### src/hw/rtl/hsv_pkg.sv
// Package for the HSV to RGB pixel color block.
// Holds the fixed-point constants, the queue item type and the default queue depth.
// No dependencies.
package hsv_pkg;

    localparam int HUE_W = 12;
    localparam int FRAC_W = 8;
    localparam int PCT_W = 7;
    localparam int WEIGHT_W = 10;
    localparam int NUM_CH = 3;

    localparam int HUE_FULL = 3600;
    localparam int HUE_PAIR = 1200;
    localparam int HUE_HALF = 600;
    localparam int FRAC_ONE = 255;
    localparam int PCT_ONE = 100;
    localparam int INNER_FULL = FRAC_ONE * HUE_HALF;

    localparam logic [63:0] CHAN_DENOM = 64'(FRAC_ONE) * 64'(HUE_HALF) * 64'(PCT_ONE);
    localparam int DROP_SHIFT = 14;
    localparam int RECIP_SHIFT = 24;
    localparam logic [14:0] RECIP = 15'((64'd1 << (DROP_SHIFT + RECIP_SHIFT)) / CHAN_DENOM);

    localparam int CH_RED = 0;
    localparam int CH_GREEN = 1;
    localparam int CH_BLUE = 2;

    localparam logic [PCT_W-1:0] BRIGHT_RESET = 7'd100;
    localparam int QUEUE_DEPTH_DEF = 4;

    typedef struct packed {
        logic [NUM_CH-1:0][WEIGHT_W-1:0] weight;
        logic [FRAC_W-1:0]               sat;
        logic [FRAC_W-1:0]               val;
    } t_item;

endpackage

### src/hw/rtl/hsv_front.sv
// Front end of the HSV to RGB block: wraps the hue and picks each channel's weight.
// Depends on hsv_pkg.
module hsv_front
    import hsv_pkg::*;
(
    input  logic [HUE_W-1:0]  i_hue_tenths,
    input  logic [FRAC_W-1:0] i_saturation,
    input  logic [FRAC_W-1:0] i_value_level,
    output t_item             o_item
);

    typedef enum logic [2:0] {
        SEC_RED_UP,
        SEC_GREEN_DOWN,
        SEC_GREEN_UP,
        SEC_BLUE_DOWN,
        SEC_BLUE_UP,
        SEC_RED_DOWN
    } t_sector;

    logic [HUE_W-1:0]    hue;
    logic [HUE_W-1:0]    base;
    logic [HUE_W-1:0]    pos;
    logic [WEIGHT_W-1:0] w;
    logic [WEIGHT_W-1:0] full_w;
    t_sector             sector;

    assign full_w = WEIGHT_W'(HUE_HALF);

    always_comb begin
        hue = (i_hue_tenths >= HUE_W'(HUE_FULL)) ? i_hue_tenths - HUE_W'(HUE_FULL)
                                                 : i_hue_tenths;
        if (hue < HUE_W'(HUE_HALF)) begin
            sector = SEC_RED_UP;
        end else if (hue < HUE_W'(2 * HUE_HALF)) begin
            sector = SEC_GREEN_DOWN;
        end else if (hue < HUE_W'(3 * HUE_HALF)) begin
            sector = SEC_GREEN_UP;
        end else if (hue < HUE_W'(4 * HUE_HALF)) begin
            sector = SEC_BLUE_DOWN;
        end else if (hue < HUE_W'(5 * HUE_HALF)) begin
            sector = SEC_BLUE_UP;
        end else begin
            sector = SEC_RED_DOWN;
        end

        if (hue < HUE_W'(HUE_PAIR)) begin
            base = '0;
        end else if (hue < HUE_W'(2 * HUE_PAIR)) begin
            base = HUE_W'(HUE_PAIR);
        end else begin
            base = HUE_W'(2 * HUE_PAIR);
        end
        pos = hue - base;
        w = (pos >= HUE_W'(HUE_HALF)) ? WEIGHT_W'(HUE_W'(HUE_PAIR) - pos) : WEIGHT_W'(pos);

        o_item.sat = i_saturation;
        o_item.val = i_value_level;
        o_item.weight = '0;
        unique case (sector)
            SEC_RED_UP: begin
                o_item.weight[CH_RED] = full_w;
                o_item.weight[CH_GREEN] = w;
            end
            SEC_GREEN_DOWN: begin
                o_item.weight[CH_RED] = w;
                o_item.weight[CH_GREEN] = full_w;
            end
            SEC_GREEN_UP: begin
                o_item.weight[CH_GREEN] = full_w;
                o_item.weight[CH_BLUE] = w;
            end
            SEC_BLUE_DOWN: begin
                o_item.weight[CH_GREEN] = w;
                o_item.weight[CH_BLUE] = full_w;
            end
            SEC_BLUE_UP: begin
                o_item.weight[CH_RED] = w;
                o_item.weight[CH_BLUE] = full_w;
            end
            SEC_RED_DOWN: begin
                o_item.weight[CH_RED] = full_w;
                o_item.weight[CH_BLUE] = w;
            end
            default: begin
                o_item.weight = '0;
            end
        endcase
    end

endmodule

### config.mk
export PLATFORM = sky130hd
export DESIGN_NAME = hsv_front
export DESIGN_NICKNAME = d
export VERILOG_FILES = /design/src/hw/rtl/hsv_pkg.sv /design/src/hw/rtl/hsv_front.sv
export SDC_FILE = /design/constraint.sdc
export NUM_CORES = 1
export LEC_CHECK = 0
export ABC_CLOCK_PERIOD_IN_PS = 4780
export BUFFER_PORTS_ARGS = -buffer_cell sky130_fd_sc_hd__buf_4
export CAP_MARGIN = 15
export CORE_ASPECT_RATIO = 0.7
export CORE_UTILIZATION = 52
export DETAILED_ROUTE_END_ITERATION = 10
export PLACE_DENSITY = 0.88
export RECOVER_POWER = 50
export SYNTH_ARGS = -nofsm -noshare
export SYNTH_HDL_FRONTEND = slang
export SYNTH_SLANG_ARGS = --single-unit
export TNS_END_PERCENT = 20
### constraint.sdc
create_clock -name vclk -period 4.78
set_input_delay 0 -clock vclk [all_inputs]
set_output_delay 0 -clock vclk [all_outputs]
set_load 0.01 [all_outputs]
==> metrics.md <==
| Metric | Value |
|---|---|
| WL per Instance | `16.9 um` |
| Setup Viol. Count Final | `0` |
| Crit path launch type | `input pin` |
| Post-DP HPWL | `4510 um` |
| Die area | `3750 um2` |
| Static leakage | `approximately 0.86 nW` |
| CP max-delay cell | `o41ai_4` |
| Crit path DAT | `4.48 ns` |
| First-pass GRT wire length | `9230 um` |
| P per Cell Area | `between 200 and 250 nW/um2` |
| Register area | `0 um2` |
| Inserted Diodes | `0` |
| Hold_buf cts | `0` |
| Final period util | `93.8%` |
| Port bufs | `between 40 and 50` |
| Die Width | `72.7 um` |
| Post-Synth Simple-Gate Area | `34.8%` |
| Gr usage total | `31.1%` |
| Main combinational cell family by area after synthesis | `simple AND/OR/NAND/NOR gates` |
| HP Class | `input pin to primary output` |
| Synthesis Warnings | `0` |
| Fraction of synthesized cell area in xor and xnor cells | `4.81%` |
| Initial antenna violation count | `0` |
| Slew Limit Headroom | `between 40% and 50%` |
| Max Slew Vio Count | `0` |
| Multiplexer share of the synthesized area | `a little under a tenth` |
| Power Total | `0.525 mW` |
| Area of the multi-input gates | `1630 um2` |
| CP Cell Sequence | `buf_4 > inv_1 > ha_1 > nor4b_4 > a21boi_4 > o31ai_2 > a211oi_4 > inv_1 > ha_1 > nand2_1 > o21ai_0 > mux2i_4 > xnor2_1 > o41ai_4 > nand2_2 > o311a_1 > buf_4` |
| Sequential cells | `0` |
| Crit path kind | `input pin to primary output` |
| Effective utilization at floorplan | `56.3%` |
| # nets final | `330` |
| Mapped Cells | `274` |
| Commonest non-fill, non-tap cell in the layout | `buf_4` |
| MaxCap Viol Count | `0` |
| DR vias/cell | `6.49` |
| Sequential cell area fraction in the yosys report | `0%` |
| Post-Synth Adder-Cell Area | `5.91%` |
| Iteration count of the initial detailed-routing pass | `6` |
| Chip height | `51.5 um` |
| Cell area after synthesis | `1820 um2` |
| Num rows | `17` |
| FMAX | `223 MHz` |
| Clock buffer count | `0` |
| Tightest Pin Transition | `roughly 0.88 ns` |
| Hold violation total from the final report | `0` |
| Routed via count | `approximately 2,200` |
| CP peak stage delay | `0.80 ns` |
| Core area | `3230 um2` |
| Worst setup margin | `0.297 ns` |
| Post-CTS Setup Inserts | `0` |
| Crit path max fanout | `12` |
| Post-route ant nets | `0` |
| Largest net degree at the start of global routing | `18` |
| DRT iter0 DRCs | `271` |
| I/O pin count | `between 70 and 80` |
| Unique masters post-synth | `63` |
| Gr ovfl total | `0` |
| Most frequent cells in the layout | `buf_4 (51), nand2_1 (25), nor2_1 (22), o21ai_0 (14), nand3_1 (13)` |
| Mapped Nets | `310` |
| Vias in the first global route | `~1,900` |
| Worst slack, placed | `-0.00145 ns` |
| Worst Path Required | `4.78 ns` |
| WL final | `5750 um` |
| Layout cells sized above 1 | `25.3%` |
| GP Congestion | `1.11` |
| Post-route DRC | `0` |
| Worst VDD drop | `between 0.1 and 0.15 mV` |
| Status | `completed` |
| Avg Inst Size Synth | `between 6 and 7 um2` |
| Area delta synth->final | `15.9%` |
| Compound-Gate Fraction of Synth Area | `32.4%` |
| Crit path capture type | `primary output` |
| # fillers | `around 290` |
| Setup TNS | `0 ns` |
| Period minus WS final | `approximately 4.5 ns` |
==> final timing paths <==
path                         from         end  slack (ns)  cells after the start
setup / recovery  i_hue_tenths[4]  o_item[20]        0.30                     17
hold / removal    i_saturation[2]  o_item[10]    0.000004                      0
==> worst max-delay path, delay by kind of cell <==
family / cells / cell delay [ns]
AO/OA/AOI/OAI: 6 / 2.37
XOR/XNOR: 1 / 0.26
adder cells (fa/ha/maj): 2 / 0.60
buffers and inverters: 4 / 0.50
multiplexers: 1 / 0.14
AND/OR/NAND/NOR: 3 / 0.58
==> through the flow <==
stage                     std cells  area, um2  hold WS [ns]  util [%]
after floorplan                 274       1820        0.0918         -
after global placement          339       2070     0.0000686      63.9
after detailed placement        339       2070     0.0000686      63.9
after CTS                       339       2080     0.0000686      64.3
after global routing            339       2110     0.0000150      65.2
final                           339       2110    0.00000390      65.2
==> power by group <==
group          internal [mW]  switching [mW]  leakage [nW]
sequential                 0               0             0
combinational          0.221           0.305         0.857
clock                      0               0             0
total                  0.221           0.305         0.857
==> metal layers <==
layer	share of wire [%]	vias up	global-route usage [%]	wire (um)
met1	45	1005	48.0	2570
met5	0	-	0	0
met2	41	151	43.9	2340
met4	0	0	1.63	0
met3	14	0	8.53	832
li1	-	1045	-	-
==> synth_stat cells (all sizes together), types with 3 or more instances <==
| cell | instances | share of area, % |
|---|---|---|
| buf | 26 | 9.3 |
| nand2 | 26 | 5.5 |
| nor2 | 22 | 4.5 |
| o21ai | 20 | 5.5 |
| a21oi | 14 | 4.3 |
| nand3 | 13 | 3.6 |
| mux2i | 12 | 7.3 |
| nand2b | 11 | 3.8 |
| inv | 10 | 2.1 |
| nor3 | 9 | 2.5 |
| xnor2 | 8 | 3.8 |
| a31oi | 7 | 2.4 |
| clkbuf | 7 | 1.4 |
| ha | 7 | 4.8 |
| nand4 | 7 | 2.4 |
| nor4 | 5 | 2.4 |
| o21a | 5 | 2.1 |
| o31ai | 5 | 2.3 |
| or3 | 5 | 1.7 |
| a211oi | 4 | 2.3 |
| and2 | 4 | 1.4 |
| o2111ai | 4 | 1.9 |
| mux2 | 3 | 1.9 |
| o21bai | 3 | 1.2 |
| or2 | 3 | 1.0 |
==> kinds of logic after synthesis <==
kind of cell,Yosys count
AOI/OAI and AO/OA,80
xor gates and xnor gates,10
adders and majority gates,8
buffers and inverters,44
muxes,15
and+or+nand+nor,117
==> timing repair <==
action                     CTS  global route
gates resized for setup      1             5
cloned                       0             0
setup endpoints to repair    3            24
==> area by class of cell <==
class | instances | area share [%]
inverter | 11 | 1.96
multi-input combinational | 230 | 77.1
timing repair buffer | 51 | 18.1
tap | 47 | 2.79
No activity file was read; power rests on OpenSTA's default activity.
