$ cat src/hw/rtl/hsv_pkg.sv
// Package for the HSV to RGB pixel color block.
// Holds the fixed-point constants, the queue item type and the default queue depth.
// No dependencies.
package hsv_pkg;

    localparam int HUE_W = 12;
    localparam int FRAC_W = 8;
    localparam int PCT_W = 7;
    localparam int WEIGHT_W = 10;
    localparam int NUM_CH = 3;

    localparam int HUE_FULL = 3600;
    localparam int HUE_PAIR = 1200;
    localparam int HUE_HALF = 600;
    localparam int FRAC_ONE = 255;
    localparam int PCT_ONE = 100;
    localparam int INNER_FULL = FRAC_ONE * HUE_HALF;

    localparam logic [63:0] CHAN_DENOM = 64'(FRAC_ONE) * 64'(HUE_HALF) * 64'(PCT_ONE);
    localparam int DROP_SHIFT = 14;
    localparam int RECIP_SHIFT = 24;
    localparam logic [14:0] RECIP = 15'((64'd1 << (DROP_SHIFT + RECIP_SHIFT)) / CHAN_DENOM);

    localparam int CH_RED = 0;
    localparam int CH_GREEN = 1;
    localparam int CH_BLUE = 2;

    localparam logic [PCT_W-1:0] BRIGHT_RESET = 7'd100;
    localparam int QUEUE_DEPTH_DEF = 4;

    typedef struct packed {
        logic [NUM_CH-1:0][WEIGHT_W-1:0] weight;
        logic [FRAC_W-1:0]               sat;
        logic [FRAC_W-1:0]               val;
    } t_item;

endpackage

$ cat src/hw/rtl/hsv_back.sv
// Arithmetic back end: per-channel scaling, brightness and truncating division.
// Depends on hsv_pkg; fed by hsv_queue.
module hsv_back
    import hsv_pkg::*;
(
    input  logic              i_clk,
    input  logic              i_rst_n,
    input  logic              i_item_valid,
    input  t_item             i_item,
    output logic              o_take,
    input  logic [PCT_W-1:0]  i_bright,
    output logic              o_valid,
    input  logic              i_stall,
    output logic [7:0]        o_red,
    output logic [7:0]        o_green,
    output logic [7:0]        o_blue,
    output logic [23:0]       o_pixel_word
);

    logic        adv;
    logic        r_v1, r_v2, r_v3, r_v4, r_v5;
    logic [7:0]  r_val1;
    logic [17:0] r_inner [NUM_CH];
    logic [25:0] r_prod  [NUM_CH];
    logic [32:0] r_num3  [NUM_CH];
    logic [32:0] r_num4  [NUM_CH];
    logic [9:0]  r_est   [NUM_CH];
    logic [7:0]  r_chan  [NUM_CH];
    logic [33:0] chk_prod [NUM_CH];
    logic [33:0] chk_rem  [NUM_CH];
    logic [9:0]  q_raw    [NUM_CH];
    logic [NUM_CH-1:0] est_ok;

    assign adv = !r_v5 || !i_stall;
    assign o_take = adv && i_item_valid;
    assign o_valid = r_v5;

    always_comb begin
        for (int c = 0; c < NUM_CH; c++) begin
            chk_prod[c] = 34'(r_est[c]) * 34'(CHAN_DENOM);
            chk_rem[c] = 34'(r_num4[c]) - chk_prod[c];
            q_raw[c] = (chk_rem[c] >= 34'(CHAN_DENOM)) ? r_est[c] + 1'b1 : r_est[c];
            est_ok[c] = (34'(r_num4[c]) >= chk_prod[c]) &&
                        (chk_rem[c] < 34'(2 * CHAN_DENOM));
        end
    end

    always_ff @(posedge i_clk) begin
        if (!i_rst_n) begin
            r_v1 <= 1'b0;
            r_v2 <= 1'b0;
            r_v3 <= 1'b0;
            r_v4 <= 1'b0;
            r_v5 <= 1'b0;
        end else if (adv) begin
            r_v1 <= i_item_valid;
            r_v2 <= r_v1;
            r_v3 <= r_v2;
            r_v4 <= r_v3;
            r_v5 <= r_v4;
        end
    end

    always_ff @(posedge i_clk) begin
        if (adv) begin
            r_val1 <= i_item.val;
            for (int c = 0; c < NUM_CH; c++) begin
                r_inner[c] <= 18'(INNER_FULL) - 18'(i_item.sat) *
                              18'(WEIGHT_W'(HUE_HALF) - i_item.weight[c]);
                r_prod[c] <= 26'(r_val1) * 26'(r_inner[c]);
                r_num3[c] <= 33'(r_prod[c]) * 33'(i_bright);
                r_num4[c] <= r_num3[c];
                r_est[c] <= 10'((34'(r_num3[c] >> DROP_SHIFT) * 34'(RECIP)) >> RECIP_SHIFT);
                r_chan[c] <= (q_raw[c] > 10'd255) ? 8'd255 : q_raw[c][7:0];
            end
        end
    end

    assign o_red = r_chan[CH_RED];
    assign o_green = r_chan[CH_GREEN];
    assign o_blue = r_chan[CH_BLUE];
    assign o_pixel_word = {r_chan[CH_GREEN], r_chan[CH_RED], r_chan[CH_BLUE]};

    a_est_within_one: assert property (@(posedge i_clk) disable iff (!i_rst_n)
        r_v4 |-> (&est_ok))
        else $error("quotient estimate off by more than one");

    a_no_clamp_at_full: assert property (@(posedge i_clk) disable iff (!i_rst_n)
        (r_v4 && i_bright <= PCT_W'(PCT_ONE)) |->
        (q_raw[CH_RED] <= 10'd255 && q_raw[CH_GREEN] <= 10'd255 &&
         q_raw[CH_BLUE] <= 10'd255))
        else $error("channel above full scale without boost");

endmodule

$ cat config.mk
export PLATFORM = sky130hd
export DESIGN_NAME = hsv_back
export DESIGN_NICKNAME = d
export VERILOG_FILES = /design/src/hw/rtl/hsv_pkg.sv /design/src/hw/rtl/hsv_back.sv
export SDC_FILE = /design/constraint.sdc
export NUM_CORES = 2
export LEC_CHECK = 0
export ABC_CLOCK_PERIOD_IN_PS = 19100
export BUFFER_PORTS_ARGS = -buffer_cell sky130_fd_sc_hd__buf_2
export CORE_MARGIN = 2
export CORE_UTILIZATION = 40
export CTS_BUF_LIST = sky130_fd_sc_hd__clkbuf_16
export DETAILED_ROUTE_END_ITERATION = 10
export PLACE_DENSITY_LB_ADDON = 0.2
export SLEW_MARGIN = 15
export SYNTH_ARGS = -nofsm -noshare
export SYNTH_HDL_FRONTEND = slang
export SYNTH_SLANG_ARGS = --single-unit
$ cat constraint.sdc
create_clock -name i_clk -period 19.1 [get_ports i_clk]
set_clock_uncertainty 0.2 [all_clocks]
set_input_delay 1.91 -clock i_clk [delete_from_list [all_inputs] [get_ports i_clk]]
set_output_delay 1.91 -clock i_clk [all_outputs]
set_load 0.01 [all_outputs]
==> summary.md <==
| Metric | Value |
|---|---|
| CTS tree | `built` |
| Hold_sp | `r_num3[0][6]$_DFFE_PN_` |
| Core area | `195000 sq um` |
| Final Max Tran Viols | `0` |
| Vias in the first global route | `56929` |
| Vias | `53268` |
| Async SR Flop Fraction | `0%` |
| IO Pins | `107` |
| Syn Inst Count | `8121` |
| Max frequency | `110 MHz` |
| GRT Total Usage | `17.7%` |
| Count of different cell masters after synthesis | `91` |
| H-Tree Depth | `2` |
| DRT Pass-1 Iters | `5` |
| Final #Nets | `10640` |
| Post-route DRC | `0` |
| Min-delay worst type | `reg2reg` |
| Most instantiated cells after synthesis | `1637 x inv_1, 1245 x fa_1, 1215 x ha_1, 829 x nand2_1, 514 x and2_1` |
| WL per Instance | `15.7 um` |
| Post-detail-place hpwl | `140000 um` |
| Crit-path slowest cell | `o41ai_1` |
| Worst r2r src | `r_est[0][2]$_DFFE_PN_` |
| # setup viols final | `0` |
| Area of the die | `200000 sq um` |
| Clock root buffer master | `clkbuf_16` |
| Seq/Total Area, Yosys | `14.0%` |
| Largest net degree at the start of global routing | `142` |
| Worst Setup SP | `r_est[0][2]$_DFFE_PN_` |
| Share of layout cells above drive strength 1 | `3.43%` |
| First-pass GRT wire length | `291000 um` |
| Worst-path maximum fanout | `8` |
| Remaining antenna violation count | `0` |
| Placer Congestion | `0.874` |
| Tmin final | `9.09 ns` |
| CTS Hold Bufs | `0` |
| Crit Path Class | `reg2reg` |
| Outcome | `completed` |
| Clock transition at path regs | `0.06 ns` |
| Count leader, synth | `inv_1` |
| Post-synth EDFFs | `362` |
| Initial antenna violation count | `4` |
| Cell taking the most area after synthesis | `fa_1` |
| Die width | `447 um` |
| Period utilization | `47.6%` |
| CP Launch Type | `flip-flop` |
| Clock sinks | `367` |
| PortBufs | `106` |
| Syn Area/Cell | `9.65 sq um` |
| Max-cap violation count | `0` |
| Die height | `447 um` |
| Slew at the pin closest to its max-slew limit | `1.02 ns` |
| Total wire length | `169000 um` |
| Drt initial violations | `2508` |
| WP data required | `19.34 ns` |
| Final hold viol count | `0` |
| Area growth from synthesis to layout | `6.29%` |
| Max incr delay on CP | `0.68 ns` |
| Post-CTS Setup Bufs | `0` |
| Slew HR | `31.5%` |
| Post-CTS sizing | `0` |
| Max clock buf depth | `3` |
| Dominant synthesized flop cell | `edfxtp_1` |
| Most area-consuming cells after synthesis | `fa_1 32%, ha_1 19%, edfxtp_1 14%` |
| Worst Setup End Kind | `flip-flop` |
| Cell row count | `162` |
| Global route total overflow | `0` |
| Mapped Nets | `10638` |
| Post-Syn Area | `78400 sq um` |
| Clk_lat worst skew | `0.68 ns` |
| Area fraction of the dominant cell type after synthesis | `31.8%` |
| Num CTS Buffers | `52` |
| Initial Util | `40.3%` |
| Vias per cell | `4.94` |
| Synth Warn # | `0` |
| Critical Path AT | `9.33 ns` |
| Yosys reg bits | `367` |
| Setup TNS | `0 ns` |
| RSZ-0062 raised after global routing | `false` |
## per-stage QoR
stage                     hold slack [ns]  cells  setup slack, ns  instance area, sq um  util, %
after floorplan                     0.200   8121             6.63                 78400        -
after global placement              0.203  10693            10.07                 81600     41.9
after detailed placement            0.205  10693            10.04                 81600     41.9
after CTS                           0.214  10784             9.98                 83300     42.8
after global routing                0.221  10785             9.35                 83300     42.8
final                               0.214  10787            10.01                 83300     42.8
## cell families after synthesis
| kind of cell | Yosys count | share of synthesized area, % |
|---|---|---|
| and+or+nand+nor | 2099 | 13.2 |
| buffers and inverters | 1823 | 8.86 |
| muxes | 5 | 0.0670 |
| adders and majority gates | 2460 | 51.2 |
| DFF | 367 | 14.0 |
| xor gates and xnor gates | 374 | 4.18 |
| AOI/OAI and AO/OA | 993 | 8.54 |
## registers in the layout, summed over array words and instances, names as in the netlist
name     count
r_num3      84
r_est       30
r_num4      84
r_v2         1
r_inner     54
r_v4         1
r_v3         1
o_valid      1
r_val1       8
r_prod      78
r_v1         1
r_chan      24
## placed cells by master (no fill, tap or decap), types with 88 or more instances in the layout
master	Yosys	routed
o21ai_0	155	155
edfxtp_1	362	362
xnor2_1	252	252
xor2_1	122	122
ha_1	1215	1215
nor2b_1	117	117
a21oi_1	259	259
nor2_1	250	250
inv_1	1637	1645
and2_1	514	514
fa_1	1245	1245
nor3_1	88	88
buf_2	1	106
nand2_1	829	828
a21o_1	135	135
## metal layers
| layer | vias up | share of wire, % | global-route usage [%] | wire length [um] |
|---|---|---|---|---|
| met5 | - | 0 | 0 | 0 |
| met4 | 0 | 1.8 | 3.59 | 3020 |
| met3 | 130 | 2.4 | 1.24 | 4050 |
| met2 | 577 | 46 | 29.3 | 77800 |
| met1 | 26521 | 50 | 25.6 | 84500 |
| li1 | 26040 | - | - | - |
## worst max-delay path, delay by kind of cell, from the launching register on
kind / cells / cell delay [ns]
adders and majority gates: 7 / 3.08
xor gates and xnor gates: 2 / 0.16
buffers and inverters: 4 / 0.22
DFF: 1 / 0.56
and+or+nand+nor: 8 / 1.67
AOI/OAI and AO/OA: 13 / 2.96
## path summary, 6_finish.rpt
| path | to | slack [ns] | cells past startpoint |
|---|---|---|---|
| max | r_chan[0][6]$_SDFFCE_PN1N_ | 10.01 | 34 |
| max reg2reg | r_chan[0][6]$_SDFFCE_PN1N_ | 10.01 | 34 |
| min reg2reg | r_num4[0][6]$_DFFE_PN_ | 0.21 | 0 |
| min | r_num4[0][6]$_DFFE_PN_ | 0.21 | 0 |
## cell type report
class | instances | area [sq um]
multi-input cells | 5931 | 60500
flip-flops and latches | 367 | 11000
clock buffers | 54 | 1350
diodes | 3 | 7.51
inverters | 1637 | 6140
clock inverters | 37 | 328
fillers | 18894 | 111000
repair buffers | 134 | 753
well taps | 2624 | 3280
Power is not shown: default switching activity piles up to over one toggle a cycle in this logic, so the estimate is an artifact.
