### config.mk
export PLATFORM = sky130hd
export DESIGN_NAME = hsv_queue
export DESIGN_NICKNAME = d
export VERILOG_FILES = /design/src/hw/rtl/hsv_pkg.sv /design/src/hw/rtl/hsv_queue.sv
export SDC_FILE = /design/constraint.sdc
export NUM_CORES = 1
export LEC_CHECK = 0
export BUFFER_PORTS_ARGS = -buffer_cell sky130_fd_sc_hd__buf_2
export CAP_MARGIN = 20
export CORE_MARGIN = 2
export CORE_UTILIZATION = 37
export CTS_BUF_LIST = sky130_fd_sc_hd__clkbuf_8
export DETAILED_ROUTE_END_ITERATION = 8
export SYNTH_ARGS = -nofsm -noshare
export SYNTH_HDL_FRONTEND = slang
export SYNTH_SLANG_ARGS = --single-unit
### constraint.sdc
create_clock -name i_clk -period 5.5 [get_ports i_clk]
set_input_delay 1.1 -clock i_clk [delete_from_list [all_inputs] [get_ports i_clk]]
set_output_delay 1.1 -clock i_clk [all_outputs]
set_load 0.03 [all_outputs]
### src/hw/rtl/hsv_pkg.sv
// Package for the HSV to RGB pixel color block.
// Holds the fixed-point constants, the queue item type and the default queue depth.
// No dependencies.
package hsv_pkg;

    localparam int HUE_W = 12;
    localparam int FRAC_W = 8;
    localparam int PCT_W = 7;
    localparam int WEIGHT_W = 10;
    localparam int NUM_CH = 3;

    localparam int HUE_FULL = 3600;
    localparam int HUE_PAIR = 1200;
    localparam int HUE_HALF = 600;
    localparam int FRAC_ONE = 255;
    localparam int PCT_ONE = 100;
    localparam int INNER_FULL = FRAC_ONE * HUE_HALF;

    localparam logic [63:0] CHAN_DENOM = 64'(FRAC_ONE) * 64'(HUE_HALF) * 64'(PCT_ONE);
    localparam int DROP_SHIFT = 14;
    localparam int RECIP_SHIFT = 24;
    localparam logic [14:0] RECIP = 15'((64'd1 << (DROP_SHIFT + RECIP_SHIFT)) / CHAN_DENOM);

    localparam int CH_RED = 0;
    localparam int CH_GREEN = 1;
    localparam int CH_BLUE = 2;

    localparam logic [PCT_W-1:0] BRIGHT_RESET = 7'd100;
    localparam int QUEUE_DEPTH_DEF = 4;

    typedef struct packed {
        logic [NUM_CH-1:0][WEIGHT_W-1:0] weight;
        logic [FRAC_W-1:0]               sat;
        logic [FRAC_W-1:0]               val;
    } t_item;

endpackage

### src/hw/rtl/hsv_queue.sv
// Short queue between the front end and the arithmetic back end.
// Depends on hsv_pkg.
module hsv_queue
    import hsv_pkg::*;
#(
    parameter int DEPTH = QUEUE_DEPTH_DEF
) (
    input  logic  i_clk,
    input  logic  i_rst_n,
    input  logic  i_push,
    input  t_item i_item,
    input  logic  i_pop,
    output t_item o_item,
    output logic  o_full,
    output logic  o_empty
);

    localparam int PTR_W = (DEPTH > 1) ? $clog2(DEPTH) : 1;
    localparam int CNT_W = $clog2(DEPTH + 1);

    t_item            r_mem [DEPTH];
    logic [PTR_W-1:0] r_wr_ptr;
    logic [PTR_W-1:0] r_rd_ptr;
    logic [CNT_W-1:0] r_count;
    logic [PTR_W-1:0] n_wr_ptr;
    logic [PTR_W-1:0] n_rd_ptr;
    logic [CNT_W-1:0] n_count;

    assign o_full = (r_count == CNT_W'(DEPTH));
    assign o_empty = (r_count == '0);
    assign o_item = r_mem[r_rd_ptr];

    always_comb begin
        n_wr_ptr = r_wr_ptr;
        n_rd_ptr = r_rd_ptr;
        n_count = r_count;
        if (i_push) begin
            n_wr_ptr = (r_wr_ptr == PTR_W'(DEPTH - 1)) ? '0 : r_wr_ptr + 1'b1;
        end
        if (i_pop) begin
            n_rd_ptr = (r_rd_ptr == PTR_W'(DEPTH - 1)) ? '0 : r_rd_ptr + 1'b1;
        end
        if (i_push && !i_pop) begin
            n_count = r_count + 1'b1;
        end else if (i_pop && !i_push) begin
            n_count = r_count - 1'b1;
        end
    end

    always_ff @(posedge i_clk) begin
        if (!i_rst_n) begin
            r_wr_ptr <= '0;
            r_rd_ptr <= '0;
            r_count <= '0;
        end else begin
            r_wr_ptr <= n_wr_ptr;
            r_rd_ptr <= n_rd_ptr;
            r_count <= n_count;
        end
    end

    always_ff @(posedge i_clk) begin
        if (i_push) begin
            r_mem[r_wr_ptr] <= i_item;
        end
    end

    a_count_bound: assert property (@(posedge i_clk) disable iff (!i_rst_n)
        r_count <= CNT_W'(DEPTH))
        else $error("queue count exceeds depth");

    a_no_pop_empty: assert property (@(posedge i_clk) disable iff (!i_rst_n)
        i_pop |-> !o_empty)
        else $error("queue popped while empty");

endmodule

==> impl_metrics.json, run 1 <==
{
  "postCtsSetupRepairBufs": 0,
  "cp.arrival_ps": 2290,
  "cts_buffers": 17,
  "core_um2": 18830,
  "portBuffers": 97,
  "cts_max_path_buffers": 2,
  "die_width_um": 143.1,
  "power.density_nw_per_um2": 359.7,
  "synth_common_cells": "184 x edfxtp_1, 40 x mux4_2, 9 x dfxtp_1, 6 x ha_1, 6 x mux4_1",
  "seq_area_frac_synth": 0.7971,
  "hold_start": "r_rd_ptr[1]",
  "ys.flop_type": "edfxtp_1",
  "initial_core_util": 0.3801,
  "crit_fanout": 46,
  "finalMaxSlewViolations": 0,
  "max_freq_mhz": 295.3,
  "async_flop_share": 0,
  "drtPass1Iterations": 4,
  "synth_top_cell_by_area": "edfxtp_1",
  "drv_cap": 0,
  "dp_hpwl_mm": 7.504,
  "path_clk_slew_ps": 90,
  "place_area_um2": 7900,
  "htreeDepth": 4,
  "syn-num-nets": 341,
  "fin_ws_ps": 2113,
  "period_needed_ps": 3387,
  "ff2ff_path_depth": 4,
  "design_area_um2": 8307,
  "stdcell_count": 667,
  "gp_congestion": 0.6339,
  "worstHoldPathType": "flop to flop",
  "rsz0062_at_grt": "false",
  "vdd_drop_max_mv": 0.1483,
  "synthToLayoutAreaGrowth_pct": 16.05,
  "cts_root_buf": "clkbuf_8",
  "dp.cells": 636,
  "via_per_inst": 4.741,
  "cts_sinks": 193,
  "power_mw": 2.988,
  "post-route-period-util": 0.6158,
  "setup_viol": 0,
  "cts_tree": "yes",
  "startpoint_type": "flop",
  "die_h_um": 143.1,
  "wirelength_mm": 12.60,
  "dp_slack_ps": 2471,
  "hold_buffers": 0,
  "status": "complete, no violations",
  "r2r_setup_slack_ps": 3500,
  "clk_latency_ps": 450,
  "io_pins": 98,
  "worstPathRequired_ps": 4400,
  "worst-setup-path-type": "flop to output port",
  "ys_ff_latch": 193,
  "synthCells": 284,
  "grt_remaining_overflow": 0,
  "rows": 50,
  "finalHoldViolCount": 0,
  "yosysWarnings": 0,
  "wl_per_cell_um": 18.89,
  "skew_ps": 9.299,
  "drc": 0,
  "grt_pass1_wl_mm": 19.46,
  "dieArea_um2": 20470,
  "synth_top_area_share": 0.7719,
  "synth.most_common_cell": "edfxtp_1",
  "vias": 3162,
  "synth_edf_count": 184,
  "final_nets": 452,
  "tightestPinTransition_ps": 942.1,
  "final_layout_size_suffix_gt1_frac": 0.4300,
  "grt_max_degree": 47,
  "drtAntennaViolNets": 0,
  "r2r_start": "r_wr_ptr[0]",
  "antenna_found_initial": 0,
  "drt_iter0_markers": 165,
  "avgSynthCellArea_um2": 25.20,
  "ys_types": 23,
  "slew_headroom": 0.3719,
  "grt_use_total": 0.1315,
  "grt_pass1_vias": 3499,
  "cp-end-kind": "output port",
  "n_fill_cell": 1603,
  "regToRegEndpoint": "r_mem[0][14]",
  "syn_area_um2": 7158,
  "cts_resized": 0,
  "cellLeakagePower_nw": 2.785,
  "synthTopCellsByArea": "edfxtp_1 77%, mux4_2 13%, dfxtp_1 2.5%",
  "n_antenna_cell": 0,
  "setup-tns-final_ps": 0,
  "holdPathStages": 2
}
-- per-stage QoR --
step                        util  hold slack [ps]
after floorplan                -            472.4
after global placement    0.4195            487.3
after detailed placement  0.4195            529.7
after CTS                 0.4411            544.1
after global routing      0.4411            572.9
final                     0.4411            540.8
-- cell usage in the layout, fill, tap and decap left out, types with 2 or more instances in the layout --
cell type	Yosys	final
mux4_2	40	40
clkbuf_8	0	17
clkinv_1	0	3
buf_2	4	97
edfxtp_1	184	184
inv_1	4	5
dfxtp_1	9	7
buf_4	0	5
bufinv_16	0	4
clkinv_2	0	3
clkinvlp_4	0	3
nor2b_1	5	5
nor3_1	2	2
ha_1	6	6
and2_2	0	4
mux4_1	6	6
mux2i_1	4	4
-- per-layer routing --
layer | share of wire | track usage | up-vias
met4 | 0.012 | 0.04221 | 0
met1 | 0.42 | 0.1554 | 1659
met2 | 0.51 | 0.2216 | 75
met5 | 0 | 0 | -
li1 | - | - | 1415
met3 | 0.058 | 0.05131 | 13
-- sequential cells by signal (all words and copies together), names as in the netlist, named ones only --
signal    cells
r_count       3
r_rd_ptr      2
r_wr_ptr      2
r_mem       184
-- cells by family after synthesis --
group	after synthesis	synth area share
xor gates and xnor gates	2	0.002448
buffers and inverters	14	0.01835
and+or+nand+nor	15	0.01259
muxes	50	0.1535
AOI/OAI and AO/OA	3	0.002797
DFF	193	0.7971
adders and majority gates	7	0.01328
-- how the worst max path moves through the flow --
stage                 from           to  slack [ps]  cells after the start
finish                flop   o_item[39]        2110                      2
global route          flop   o_item[28]        1880                      2
CTS                   flop   o_item[28]        1980                      2
detailed placement    flop   o_item[37]        2470                      2
global placement      flop   o_item[27]        2490                      2
floorplan           i_push  r_mem[0][0]        2890                      1
-- cell type report --
cell class | instances | area [um^2] | share of cell area
repair buffers | 102 | 523.0 | 0.06296
multi-input cells | 77 | 1326 | 0.1597
flip-flops and latches | 193 | 5710 | 0.6875
clock buffers | 17 | 234.0 | 0.02817
clock inverters | 14 | 172.7 | 0.02079
inverters | 4 | 15.01 | 0.001808
well taps | 260 | 325.3 | 0.03916
-- where the power goes --
part / total (mW) / switching (mW) / internal, mW
sequential: 1.71 / 0.0343 / 1.68
combinational: 0.333 / 0.208 / 0.125
clock: 0.940 / 0.457 / 0.483
total: 2.99 / 0.700 / 2.29
-- critical path, cell delays in order, from the launching register on --
cell and delay [ps]:
dfxtp_4 970, mux4_1 660, buf_2 190
No activity file was read; power rests on OpenSTA's default activity.
==> inputs of run 2 (changes only) <==
ABC_AREA = 1   (was unset)
clock period = 3.3 ns   (was 5.5 ns; I/O delays follow)
==> impl_metrics.json, run 2 <==
{
  "status": "complete, no violations",
  "yosysWarnings": 0,
  "synth_top_area_share": 0.7589,
  "dieArea_um2": 20820,
  "portBuffers": 97,
  "setup-tns-final_ps": 0,
  "post-route-period-util": 0.9048,
  "grt_use_total": 0.1525,
  "syn_area_um2": 7281,
  "grt_pass1_wl_mm": 23.43,
  "setup_viol": 0,
  "ys_types": 21,
  "drc": 0,
  "die_width_um": 144.3,
  "power.density_nw_per_um2": 600.3,
  "worstPathRequired_ps": 2640,
  "power_frac_clock": 0.309,
  "cellLeakagePower_nw": 2.968,
  "synthTopCellsByArea": "edfxtp_1 76%, nor2_1 5.2%, o21ai_0 4.2%",
  "ys_ff_latch": 193,
  "highest_layer": "met4",
  "drt_iter0_markers": 252,
  "pwr-share-seq": 0.559,
  "skew_ps": 18.18,
  "cts_tree": "yes",
  "ff2ff_path_depth": 5,
  "p_switching_mw": 1.333,
  "top_regs": "r_mem: 184 flops, r_count: 3 flops",
  "hold_start": "i_item[29]",
  "m1WireLength_mm": 7.069,
  "regToRegEndpoint": "r_mem[0][26]",
  "synthCells": 504,
  "drtPass1Iterations": 4,
  "cts_buffers": 17,
  "dp.cells": 849,
  "rows": 51,
  "gp_congestion": 0.7046,
  "slew_headroom": 0.3873,
  "top_register": "r_mem",
  "r2r_setup_slack_ps": 1420,
  "htreeDepth": 4,
  "io_pins": 98,
  "fin_ws_ps": 314.1,
  "vdd_drop_max_mv": 0.2781,
  "final_nets": 660,
  "clk_latency_ps": 460,
  "cts_max_path_buffers": 2,
  "cts_root_buf": "clkbuf_8",
  "ys.flop_type": "edfxtp_1",
  "combinationalPowerShare": 0.132,
  "vias": 4423,
  "finalHoldViolCount": 0,
  "via_per_inst": 5.009,
  "startpoint_type": "flop",
  "p_int_mw": 3.720,
  "wirelength_mm": 15.58,
  "largest_reg_flops": 184,
  "dp_slack_ps": 817.9,
  "cp-end-kind": "output port",
  "rsz0062_at_grt": "false",
  "dp_hpwl_mm": 8.797,
  "worst-setup-path-type": "flop to output port",
  "antenna_found_initial": 2,
  "die_h_um": 144.3,
  "crit_fanout": 92,
  "postLayoutCoreUtil": 0.4340,
  "switching_share": 0.2639,
  "stdcell_count": 883,
  "layout_common_cells": "184 x edfxtp_1, 100 x nor2_1, 97 x buf_2",
  "drtAntennaViolNets": 0,
  "final_layout_size_suffix_gt1_frac": 0.2370,
  "critical_path.endpoint": "o_item[2]",
  "r2r_start": "r_wr_ptr[0]",
  "cts_resized": 0,
  "syn-num-nets": 561,
  "grt_pass1_vias": 4408,
  "cp.arrival_ps": 2330,
  "async_flop_share": 0,
  "finalMaxSlewViolations": 0,
  "initial_core_util": 0.3753,
  "synthToLayoutAreaGrowth_pct": 15.62,
  "postCtsSetupRepairBufs": 0,
  "power_mw": 5.053,
  "cts_sinks": 193,
  "max_freq_mhz": 334.9,
  "grt_remaining_overflow": 0,
  "core_um2": 19400,
  "hold_buffers": 0,
  "tightestPinTransition_ps": 919.1,
  "wl_met2_mm": 7.603,
  "n_fill_cell": 1824,
  "period_needed_ps": 2986,
  "synth_edf_count": 184,
  "seq_area_frac_synth": 0.7836,
  "final_common_cell": "edfxtp_1",
  "wl_per_cell_um": 17.64,
  "synth.most_common_cell": "edfxtp_1",
  "synth_common_cells": "184 x edfxtp_1, 100 x nor2_1, 61 x o21ai_0, 46 x o22ai_1, 34 x o21ai_1",
  "avgSynthCellArea_um2": 14.45,
  "drv_cap": 0,
  "worstHoldPathType": "input pin to flop",
  "path_clk_slew_ps": 90,
  "wl_met3_um": 693,
  "grt_max_degree": 93,
  "synth_top_cell_by_area": "edfxtp_1"
}
-- run 2: cell types whose count changed in the layout (fill, tap and decap cells not counted), sizes merged, moves of 4 or more --
cell / before / now
o22ai: 0 / 46
and2: 5 / 0
inv: 5 / 22
nor2: 1 / 100
mux2i: 4 / 0
buf: 102 / 109
o21ai: 1 / 95
mux4: 46 / 0
nor2b: 5 / 0
nand2: 0 / 8
-- run 2: cell type report --
class | count | area (um^2) | area share
antenna | 2 | 5.005 | 0.0005945
clock buffer | 17 | 234.0 | 0.02779
clock inverter | 15 | 168.9 | 0.02007
inverter | 16 | 61.31 | 0.007283
multi-input combinational | 266 | 1319 | 0.1567
sequential | 193 | 5710 | 0.6784
tap | 265 | 331.6 | 0.03939
timing repair buffer | 109 | 588.1 | 0.06986
-- run 2: cell families after synthesis --
kind of cell	after synthesis	synth area share
AND/OR/NAND/NOR	114	0.05998
AO/OA/AOI/OAI	144	0.1069
buffers and inverters	45	0.03523
adder cells (fa/ha/maj)	7	0.01306
XOR/XNOR	1	0.001203
flip-flops	193	0.7836
-- run 2: worst min-delay path by stage --
stage / depth (start not counted) / end
after floorplan: 2 / r_wr_ptr[1]
after global placement: 2 / r_wr_ptr[1]
after detailed placement: 3 / r_count[2]
after CTS: 1 / r_mem[2][43]
after global routing: 1 / r_mem[0][43]
final: 1 / r_mem[0][29]
-- run 2: power groups by stage --
stage / Combinational (mW) / Sequential, mW / Clock [mW]
2_1_floorplan: 0.450 / 2.87 / 0
3_3_place_gp: 0.663 / 2.87 / 0
3_5_place_dp: 0.677 / 2.88 / 0
4_1_cts: 0.679 / 2.82 / 1.61
5_1_grt: 0.729 / 2.83 / 1.69
6_report: 0.667 / 2.82 / 1.56
-- run 2: critical path, stage by stage, from the launching register on --
cell and delay [ps]:
dfxtp_4 350, buf_4 700, o21ai_0 210, o22ai_1 300
buf_2 260
-- run 2: stage by stage --
| stage | cell area, um^2 | hold slack, ps |
|---|---|---|
| floorplan | 7281 | 489.7 |
| global placement | 8010 | 510.8 |
| detailed placement | 8010 | 544.5 |
| CTS | 8413 | 374.6 |
| global route | 8416 | 376.1 |
| finish | 8418 | 411.2 |
-- run 2: metal layers --
metal  GRT usage  vias to the layer above
met2      0.2549                       97
met1      0.1927                     2229
li1            -                     2080
met4     0.04803                        0
met5           0                        -
met3     0.04437                       17
